**config.mk**
```make
export PLATFORM = sky130hd
export DESIGN_NAME = floyd_sample_without_replacement
export DESIGN_NICKNAME = d
export VERILOG_FILES = /design/src/rtl/fswr_pkg.sv /design/src/rtl/fswr_ram.sv /design/src/rtl/floyd_sample_without_replacement.sv
export VERILOG_INCLUDE_DIRS = /design/src /design/src/rtl
export SDC_FILE = /design/constraint.sdc
export NUM_CORES = 2
export LEC_CHECK = 0
export BUFFER_PORTS_ARGS = -buffer_cell sky130_fd_sc_hd__buf_2
export CORE_ASPECT_RATIO = 1.2
export CORE_MARGIN = 2
export CORE_UTILIZATION = 45
export DETAILED_ROUTE_END_ITERATION = 12
export PLACE_DENSITY_LB_ADDON = 0.08
export SLEW_MARGIN = 20
export SYNTH_ARGS = -nofsm -noshare
export SYNTH_HDL_FRONTEND = slang
export SYNTH_SLANG_ARGS = --single-unit
```
**constraint.sdc**
```tcl
create_clock -name clock -period 5.1 [get_ports clock]
set_clock_uncertainty 0.2 [all_clocks]
set_input_delay 0.255 -clock clock [delete_from_list [all_inputs] [get_ports clock]]
set_output_delay 0.255 -clock clock [all_outputs]
set_load 0.02 [all_outputs]
```
**src/rtl/floyd_sample_without_replacement_assert.svh**
```systemverilog
`ifndef FLOYD_SAMPLE_WITHOUT_REPLACEMENT_ASSERT_SVH
`define FLOYD_SAMPLE_WITHOUT_REPLACEMENT_ASSERT_SVH

// same-cycle implication
`define FSWR_ASSERT_NOW(lbl, clk, rst, ante, cons, msg) \
   lbl: assert property (@(posedge clk) disable iff (rst) (ante) |-> (cons)) else $error(msg);

// next-cycle implication
`define FSWR_ASSERT_NEXT(lbl, clk, rst, ante, cons, msg) \
   lbl: assert property (@(posedge clk) disable iff (rst) (ante) |=> (cons)) else $error(msg);

`endif

```
**src/rtl/fswr_pkg.sv**
```systemverilog
package fswr_pkg;

   localparam int DRAW_W  = 32;
   localparam int SLOT_W  = 6;
   localparam int COUNT_W = 7;
   localparam int CSR_AW  = 4;
   localparam int CSR_DW  = 32;

   localparam logic [DRAW_W-1:0]  POP_RESET   = 32'd64;
   localparam logic [COUNT_W-1:0] COUNT_RESET = 7'd1;

   typedef enum logic [1:0] {
      REG_POPULATION = 2'd0,
      REG_SAMPLE_CNT = 2'd1,
      REG_ORDER_MODE = 2'd2
   } csr_index_type;

endpackage

```
**src/rtl/fswr_ram.sv**
```systemverilog
module fswr_ram #(
   parameter int WIDTH = 32,
   parameter int DEPTH = 64,
   localparam int AW = (DEPTH > 1) ? $clog2(DEPTH) : 1
) (
   input  logic             clock,
   input  logic             wr_en,
   input  logic [AW-1:0]    wr_addr,
   input  logic [WIDTH-1:0] wr_data,
   input  logic [AW-1:0]    rd_addr,
   output logic [WIDTH-1:0] rd_data
);

   logic [WIDTH-1:0] mem_ff [DEPTH];
   logic [WIDTH-1:0] rd_data_ff;

   always_ff @(posedge clock) begin
      if (wr_en) begin
         mem_ff[wr_addr] <= wr_data;
      end
      rd_data_ff <= mem_ff[rd_addr];
   end

   assign rd_data = rd_data_ff;

endmodule

```
**src/rtl/floyd_sample_without_replacement.sv**
```systemverilog
// channel   direction  handshake                  payload
// req       in         req_valid / req_stall      req_draw
// rsp       out        rsp_valid / rsp_stall      rsp_slot, rsp_picked_value, rsp_last_of_run,
//                                                 rsp_sample_done, rsp_draw_error
// csr       in         csr_psel/penable/pready    csr_paddr, csr_pwdata, csr_prdata
//
// a request passes through sum, subtract and range check, then searches the earlier picks
// (skipped at step 0, ended early when the draw matches one) through the single read port
// of the store; a second write follows on a match in ordered mode.
// a rejected draw skips the search and the write. one request is in flight at a time.
// reset clears the step index and loads register defaults; store contents stay undefined.
// req_stall stays high until every result of the current request has been taken.

`include "floyd_sample_without_replacement_assert.svh"

module floyd_sample_without_replacement #(
   parameter int MAX_SAMPLES = 64,
   parameter int VALUE_WIDTH = 32
) (
   input  logic                          clock,
   input  logic                          reset,

   input  logic                          req_valid,
   output logic                          req_stall,
   input  logic [fswr_pkg::DRAW_W-1:0]   req_draw,

   output logic                          rsp_valid,
   input  logic                          rsp_stall,
   output logic [fswr_pkg::SLOT_W-1:0]   rsp_slot,
   output logic [fswr_pkg::DRAW_W-1:0]   rsp_picked_value,
   output logic                          rsp_last_of_run,
   output logic                          rsp_sample_done,
   output logic                          rsp_draw_error,

   input  logic                          csr_psel,
   input  logic                          csr_penable,
   input  logic                          csr_pwrite,
   input  logic [fswr_pkg::CSR_AW-1:0]   csr_paddr,
   input  logic [fswr_pkg::CSR_DW-1:0]   csr_pwdata,
   output logic [fswr_pkg::CSR_DW-1:0]   csr_prdata,
   output logic                          csr_pready
);

   localparam int DW    = fswr_pkg::DRAW_W;
   localparam int IDX_W = (MAX_SAMPLES > 1) ? $clog2(MAX_SAMPLES) : 1;
   localparam int CNT_W = $clog2(MAX_SAMPLES + 1);
   localparam int KW    = (CNT_W > fswr_pkg::COUNT_W) ? CNT_W : fswr_pkg::COUNT_W;
   localparam int CMP_W = (VALUE_WIDTH > DW) ? VALUE_WIDTH : DW;

   typedef enum logic [2:0] {
      S_IDLE,
      S_SUM,
      S_SUB,
      S_RANGE,
      S_SEARCH,
      S_WR1,
      S_OUT1,
      S_WR2
   } state_type;

   state_type state_ff;

   logic [DW-1:0]                  population_ff;
   logic [fswr_pkg::COUNT_W-1:0]   sample_count_ff;
   logic                           order_mode_ff;

   logic [IDX_W-1:0]  step_ff;
   logic [IDX_W-1:0]  i_ff;
   logic [DW-1:0]     draw_ff;
   logic [DW:0]       sum_ff;
   logic [DW-1:0]     m_ff;
   logic              neg_ff;
   logic              done_ff;
   logic              found_ff;
   logic [IDX_W-1:0]  j_ff;
   logic              second_ff;
   logic [IDX_W-1:0]  rd_idx_ff;
   logic [IDX_W-1:0]  cmp_idx_ff;
   logic              cmp_vld_ff;

   logic                          rsp_valid_ff;
   logic [fswr_pkg::SLOT_W-1:0]   rsp_slot_ff;
   logic [DW-1:0]                 rsp_value_ff;
   logic                          rsp_last_ff;
   logic                          rsp_done_ff;
   logic                          rsp_err_ff;

   logic [KW-1:0]          k_eff;
   logic [DW+1:0]          diff;
   logic                   hit;
   logic [IDX_W-1:0]       i_last;
   logic                   wr_en;
   logic [IDX_W-1:0]       wr_addr;
   logic [VALUE_WIDTH-1:0] wr_data;
   logic [VALUE_WIDTH-1:0] first_val;
   logic [VALUE_WIDTH-1:0] rd_data;
   logic                   csr_wr;

   always_comb begin
      if (sample_count_ff == '0) begin
         k_eff = KW'(1);
      end else if (KW'(sample_count_ff) > KW'(MAX_SAMPLES)) begin
         k_eff = KW'(MAX_SAMPLES);
      end else begin
         k_eff = KW'(sample_count_ff);
      end
   end

   assign diff      = (DW+2)'(sum_ff) - (DW+2)'(k_eff);
   assign hit       = cmp_vld_ff && (CMP_W'(rd_data) == CMP_W'(draw_ff));
   assign i_last    = i_ff - IDX_W'(1);
   assign first_val = (!order_mode_ff && found_ff) ? VALUE_WIDTH'(m_ff)
                                                   : VALUE_WIDTH'(draw_ff);
   assign wr_en     = (state_ff == S_WR1) || (state_ff == S_WR2);
   assign wr_addr   = (state_ff == S_WR1) ? i_ff : j_ff;
   assign wr_data   = (state_ff == S_WR1) ? first_val : VALUE_WIDTH'(m_ff);
   assign csr_wr    = csr_psel && csr_penable && csr_pwrite && csr_pready;

   fswr_ram #(
      .WIDTH (VALUE_WIDTH),
      .DEPTH (MAX_SAMPLES)
   ) u_store (
      .clock   (clock),
      .wr_en   (wr_en),
      .wr_addr (wr_addr),
      .wr_data (wr_data),
      .rd_addr (rd_idx_ff),
      .rd_data (rd_data)
   );

   always_ff @(posedge clock) begin
      if (reset) begin
         state_ff        <= S_IDLE;
         population_ff   <= fswr_pkg::POP_RESET;
         sample_count_ff <= fswr_pkg::COUNT_RESET;
         order_mode_ff   <= 1'b0;
         step_ff         <= '0;
         rsp_valid_ff    <= 1'b0;
         cmp_vld_ff      <= 1'b0;
      end else begin
         if (csr_wr) begin
            case (csr_paddr[3:2])
               fswr_pkg::REG_POPULATION: population_ff   <= csr_pwdata[DW-1:0];
               fswr_pkg::REG_SAMPLE_CNT: sample_count_ff <= csr_pwdata[fswr_pkg::COUNT_W-1:0];
               fswr_pkg::REG_ORDER_MODE: order_mode_ff   <= csr_pwdata[0];
               default: ;
            endcase
         end

         case (state_ff)
            S_IDLE: begin
               if (req_valid) begin
                  draw_ff  <= req_draw;
                  i_ff     <= (KW'(step_ff) >= k_eff) ? '0 : step_ff;
                  step_ff  <= (KW'(step_ff) >= k_eff) ? '0 : step_ff;
                  state_ff <= S_SUM;
               end
            end
            S_SUM: begin
               sum_ff   <= (DW+1)'(population_ff) + (DW+1)'(i_ff);
               done_ff  <= (KW'(i_ff) + KW'(1)) >= k_eff;
               state_ff <= S_SUB;
            end
            S_SUB: begin
               neg_ff   <= diff[DW+1];
               m_ff     <= diff[DW-1:0];
               state_ff <= S_RANGE;
            end
            S_RANGE: begin
               found_ff   <= 1'b0;
               rd_idx_ff  <= '0;
               cmp_vld_ff <= 1'b0;
               if (neg_ff || (draw_ff > m_ff)) begin
                  rsp_valid_ff <= 1'b1;
                  rsp_slot_ff  <= '0;
                  rsp_value_ff <= '0;
                  rsp_last_ff  <= 1'b1;
                  rsp_done_ff  <= 1'b0;
                  rsp_err_ff   <= 1'b1;
                  second_ff    <= 1'b0;
                  state_ff     <= S_OUT1;
               end else if (i_ff == '0) begin
                  state_ff <= S_WR1;
               end else begin
                  state_ff <= S_SEARCH;
               end
            end
            S_SEARCH: begin
               if (hit) begin
                  found_ff   <= 1'b1;
                  j_ff       <= cmp_idx_ff;
                  cmp_vld_ff <= 1'b0;
                  state_ff   <= S_WR1;
               end else if (cmp_vld_ff && (cmp_idx_ff == i_last)) begin
                  cmp_vld_ff <= 1'b0;
                  state_ff   <= S_WR1;
               end else begin
                  cmp_vld_ff <= (rd_idx_ff != i_ff);
                  cmp_idx_ff <= rd_idx_ff;
                  if (rd_idx_ff != i_ff) begin
                     rd_idx_ff <= rd_idx_ff + IDX_W'(1);
                  end
               end
            end
            S_WR1: begin
               rsp_valid_ff <= 1'b1;
               rsp_slot_ff  <= fswr_pkg::SLOT_W'(i_ff);
               rsp_value_ff <= DW'(CMP_W'(first_val));
               rsp_last_ff  <= !(order_mode_ff && found_ff);
               rsp_done_ff  <= done_ff;
               rsp_err_ff   <= 1'b0;
               second_ff    <= order_mode_ff && found_ff;
               step_ff      <= done_ff ? '0 : i_ff + IDX_W'(1);
               state_ff     <= S_OUT1;
            end
            S_OUT1: begin
               if (!rsp_stall) begin
                  rsp_valid_ff <= 1'b0;
                  second_ff    <= 1'b0;
                  state_ff     <= second_ff ? S_WR2 : S_IDLE;
               end
            end
            S_WR2: begin
               rsp_valid_ff <= 1'b1;
               rsp_slot_ff  <= fswr_pkg::SLOT_W'(j_ff);
               rsp_value_ff <= DW'(CMP_W'(VALUE_WIDTH'(m_ff)));
               rsp_last_ff  <= 1'b1;
               rsp_err_ff   <= 1'b0;
               state_ff     <= S_OUT1;
            end
            default: state_ff <= S_IDLE;
         endcase
      end
   end

   always_comb begin
      case (csr_paddr[3:2])
         fswr_pkg::REG_POPULATION: csr_prdata = population_ff;
         fswr_pkg::REG_SAMPLE_CNT: csr_prdata = fswr_pkg::CSR_DW'(sample_count_ff);
         fswr_pkg::REG_ORDER_MODE: csr_prdata = fswr_pkg::CSR_DW'(order_mode_ff);
         default:                  csr_prdata = '0;
      endcase
   end

   assign csr_pready       = 1'b1;
   assign req_stall        = (state_ff != S_IDLE);
   assign rsp_valid        = rsp_valid_ff;
   assign rsp_slot         = rsp_slot_ff;
   assign rsp_picked_value = rsp_value_ff;
   assign rsp_last_of_run  = rsp_last_ff;
   assign rsp_sample_done  = rsp_done_ff;
   assign rsp_draw_error   = rsp_err_ff;

   `FSWR_ASSERT_NOW(a_idle_no_rsp, clock, reset, !req_stall, !rsp_valid, "rsp pending while idle")
   `FSWR_ASSERT_NOW(a_err_shape, clock, reset, rsp_valid && rsp_draw_error, rsp_last_of_run && !rsp_sample_done, "bad error result")
   `FSWR_ASSERT_NOW(a_cmp_range, clock, reset, cmp_vld_ff, cmp_idx_ff < i_ff, "search past step index")
   `FSWR_ASSERT_NEXT(a_second_follows, clock, reset, rsp_valid && !rsp_stall && !rsp_last_of_run, !rsp_valid && req_stall, "second write lost")

endmodule

```
==> results.json <==
{
  "worst_path_most_repeated_cell": "sky130_fd_sc_hd__buf_4",
  "period_minus_slack_ns": 3.99,
  "seq_total_area_yosys_pct": 75.7,
  "drv_slew": 0,
  "postSynth.asyncResetShare_pct": 0,
  "placement.io_buffers": 147,
  "synth-edff-count": 2214,
  "route.top_layer_used": "met5",
  "grt_pass1_wl_mm": 322,
  "worst_setup_path_end_kind": "flop",
  "firstDrtPassIters": 5,
  "fp.dieH_um": 494,
  "rsz0062_at_grt": "false",
  "report.power.total_uw": 38000,
  "gp_congestion": 0.833,
  "fin_crit_sh_pct": 78.3,
  "ios": 151,
  "grt_start_max_net_pins": 87,
  "setup.worst_path.class": "reg2reg",
  "clk_pin_slew_worst_paths_ns": 0.06,
  "outcome": "completed",
  "regToRegStartpoint": "state_ff[0]$_SDFFE_PP0P_",
  "timing.max_cap.violations": 0,
  "core_region_area_sq_um": 198000,
  "viasPerCell": 5.74,
  "report.final.setup_viol": 0,
  "reg2reg_depth": 7,
  "avgRoutedWirePerCell_um": 29.3,
  "die_width_um": 412,
  "power_density_nw_per_um2": 363,
  "crit_arrival_ns": 4.32,
  "drt-initial-drc-count": 4050,
  "register_bit_total_from_synthesis": 2297,
  "fin_nets": 4937,
  "cp_max_fo": 17,
  "layout-drive-gt1-share_pct": 27.8,
  "reg2reg_to": "u_store.mem_ff[28][20]$_DFFE_PP_",
  "number_of_buffers_inserted_by_hold_repair_at_cts": 191,
  "core.rowCount": 179,
  "gr-total-overflow": 0,
  "ys.flop_type": "sky130_fd_sc_hd__edfxtp_1",
  "initial_core_util_pct": 45.4,
  "synthesis.area_per_instance_sq_um": 21.0,
  "synthesis.area_sq_um": 90000,
  "wl_met2_mm": 115,
  "post_cts.resized_instances": 0,
  "clock_sink_count": 2297,
  "worst_hold_path_type": "in2reg",
  "yosysWarnings": 0,
  "drt-met1-wl_mm": 91.9,
  "cts_inserted_buffers": 221,
  "clock_latency_reported_for_the_late_side_of_the_worst_skew_pair_ns": 0.85,
  "hpwl_mm": 133,
  "syn2layout_area_growth_pct": 16.2,
  "grt_pass1_vias": 45800,
  "drt-total-wl_mm": 223,
  "root_buffer": "sky130_fd_sc_hd__clkbuf_16",
  "crit_start": "state_ff[0]$_SDFFE_PP0P_",
  "netlist-cell-type-count": 57,
  "drc": 0,
  "totalNegativeSetupSlack_ns": 0,
  "design.die.area_sq_um": 204000,
  "antenna_found_initial": 6,
  "leakagePower_uw": 0.0333,
  "critPathRequiredTime_ns": 5.43,
  "sequence_of_cells_on_the_critical_path": "nand3_1, buf_4, nand2_1, o21ai_0, or3_1, nor2_4, buf_4",
  "timing.reg2reg.setup_slack_ns": 1.11,
  "postRouteAntennaNets": 0,
  "clock_path_buffers": 3,
  "postCtsSetupRepairBufs": 0,
  "global_route.usage.total_pct": 22.0,
  "cts_tree": "built",
  "fmaxAchievable_mhz": 251,
  "synth_nets": 4415,
  "cts_htree_levels": 4,
  "critPathCapture": "u_store.mem_ff[28][20]$_DFFE_PP_",
  "cpPeakStageDelay_ns": 0.78,
  "met3_length_mm": 10.8,
  "worstMarginPinSlew_ns": 1.05,
  "dr_total_vias": 43600,
  "max-slew-margin-rel_pct": 29.5,
  "cp-start-kind": "flop",
  "fin_util_pct": 52.7,
  "report.final.hold_viol_count": 0,
  "post_synth_inst_count": 4277,
  "ir_drop_v": 0.000285,
  "cp_max_delay_cell": "sky130_fd_sc_hd__or3_1"
}
==> flip-flops by register name (all words and copies together) (netlist names), 3 cells and up <==
signal	cells
sample_count_ff	7
state_ff	3
u_store.mem_ff	2048
cmp_idx_ff	6
u_store.rd_data	32
rd_idx_ff	6
j_ff	6
m_ff	32
step_ff	6
i_ff	6
sum_ff	33
draw_ff	32
population_ff	32
rsp_picked_value	32
rsp_slot	6
==> layout make-up <==
| type | count | area (sq um) |
|---|---|---|
| Antenna cell | 1 | 2.50 |
| Tap cell | 2624 | 3280 |
| Multi-Input combinational cell | 1699 | 21700 |
| Inverter | 61 | 229 |
| Clock buffer | 301 | 5960 |
| Fill cell | 15600 | 93800 |
| Timing Repair Buffer | 519 | 4540 |
| Sequential cell | 2297 | 68100 |
| Clock inverter | 104 | 798 |
==> metrics by stage <==
step | area [sq um] | setup slack (ns) | std cells | hold WS (ns)
6_report | 105000 | 1.11 | 7606 | 0.0709
4_1_cts | 105000 | 1.15 | 7604 | 0.00380
3_5_place_dp | 95900 | 1.19 | 7008 | 0.235
2_1_floorplan | 90000 | 0.438 | 4277 | 0.154
5_1_grt | 105000 | 0.953 | 7606 | 0.0427
3_3_place_gp | 95900 | 1.18 | 7007 | 0.237
==> worst max-delay path, delay by kind of cell (launching register included) <==
| kind | cells | cell delay [ns] |
|---|---|---|
| and+or+nand+nor | 4 | 1.84 |
| buffers and inverters | 2 | 0.62 |
| DFF | 1 | 0.66 |
| AOI/OAI and AO/OA | 1 | 0.29 |
==> where the power goes <==
part	internal [uW]	switching, uW
logic	626	934
clock network	8570	6950
registers	20800	122
==> cell usage after synthesis (30+ instances only) <==
cell	instances	area [sq um]
sky130_fd_sc_hd__nor3_1	34	170
sky130_fd_sc_hd__dfxtp_1	83	1660
sky130_fd_sc_hd__xnor2_1	39	342
sky130_fd_sc_hd__clkbuf_1	138	518
sky130_fd_sc_hd__nand3_1	34	170
sky130_fd_sc_hd__ha_1	61	763
sky130_fd_sc_hd__mux4_2	640	14400
sky130_fd_sc_hd__buf_2	48	240
sky130_fd_sc_hd__edfxtp_1	2214	66500
sky130_fd_sc_hd__a22oi_1	70	526
sky130_fd_sc_hd__xor2_1	72	631
sky130_fd_sc_hd__o21ai_0	54	270
sky130_fd_sc_hd__inv_1	61	229
sky130_fd_sc_hd__buf_1	30	113
sky130_fd_sc_hd__nor2_1	145	544
sky130_fd_sc_hd__nand2_1	260	976
sky130_fd_sc_hd__a21oi_1	92	460
==> cells in the final DEF (no fill, tap or decap), types with 61 or more instances in the layout <==
| master | count |
|---|---|
| sky130_fd_sc_hd__edfxtp_1 | 2214 |
| sky130_fd_sc_hd__mux4_2 | 640 |
| sky130_fd_sc_hd__nand2_1 | 260 |
| sky130_fd_sc_hd__clkbuf_16 | 224 |
| sky130_fd_sc_hd__dlygate4sd3_1 | 191 |
| sky130_fd_sc_hd__buf_2 | 147 |
| sky130_fd_sc_hd__buf_4 | 139 |
| sky130_fd_sc_hd__a21oi_1 | 92 |
| sky130_fd_sc_hd__dfxtp_1 | 83 |
| sky130_fd_sc_hd__nor2_1 | 76 |
| sky130_fd_sc_hd__xor2_1 | 72 |
| sky130_fd_sc_hd__a22oi_1 | 70 |
| sky130_fd_sc_hd__clkbuf_1 | 70 |
| sky130_fd_sc_hd__nor2_4 | 67 |
| sky130_fd_sc_hd__inv_1 | 61 |
| sky130_fd_sc_hd__ha_1 | 61 |
==> per-layer routing <==
metal / vias up / track usage [%]
met2: 1188 / 38.1
met4: 2 / 5.99
met5: - / 0
li1: 18700 / -
met1: 23400 / 29.1
met3: 312 / 3.38
==> worst min path at each step <==
| stage | start | to | slack, ns | cells after the start |
|---|---|---|---|---|
| 2_1_floorplan | req_draw[0] | draw_ff[0]$_DFFE_PP_ | 0.15 | 0 |
| 3_3_place_gp | req_draw[6] | draw_ff[6]$_DFFE_PP_ | 0.24 | 1 |
| 3_5_place_dp | req_draw[6] | draw_ff[6]$_DFFE_PP_ | 0.24 | 1 |
| 4_1_cts | csr_pwdata[0] | sample_count_ff[0]$_SDFFE_PP1P_ | 0.004 | 4 |
| 5_1_grt | csr_pwdata[0] | sample_count_ff[0]$_SDFFE_PP1P_ | 0.04 | 4 |
| 6_report | csr_pwdata[1] | sample_count_ff[1]$_SDFFE_PP0P_ | 0.07 | 4 |
==> logic make-up (layout without fill, tap and decap cells) <==
family / after synthesis / after routing / share of synthesized area (%)
buf+inv: 281 / 985 / 1.26
compound gates: 263 / 263 / 1.80
other cells: 1 / 2 / 0.00417
fa+ha+maj: 63 / 63 / 0.892
simple gates: 597 / 597 / 2.99
xor+xnor: 111 / 111 / 1.08
mux: 664 / 664 / 16.3
flops: 2297 / 2297 / 75.7
(Power assumes the default switching activity.)
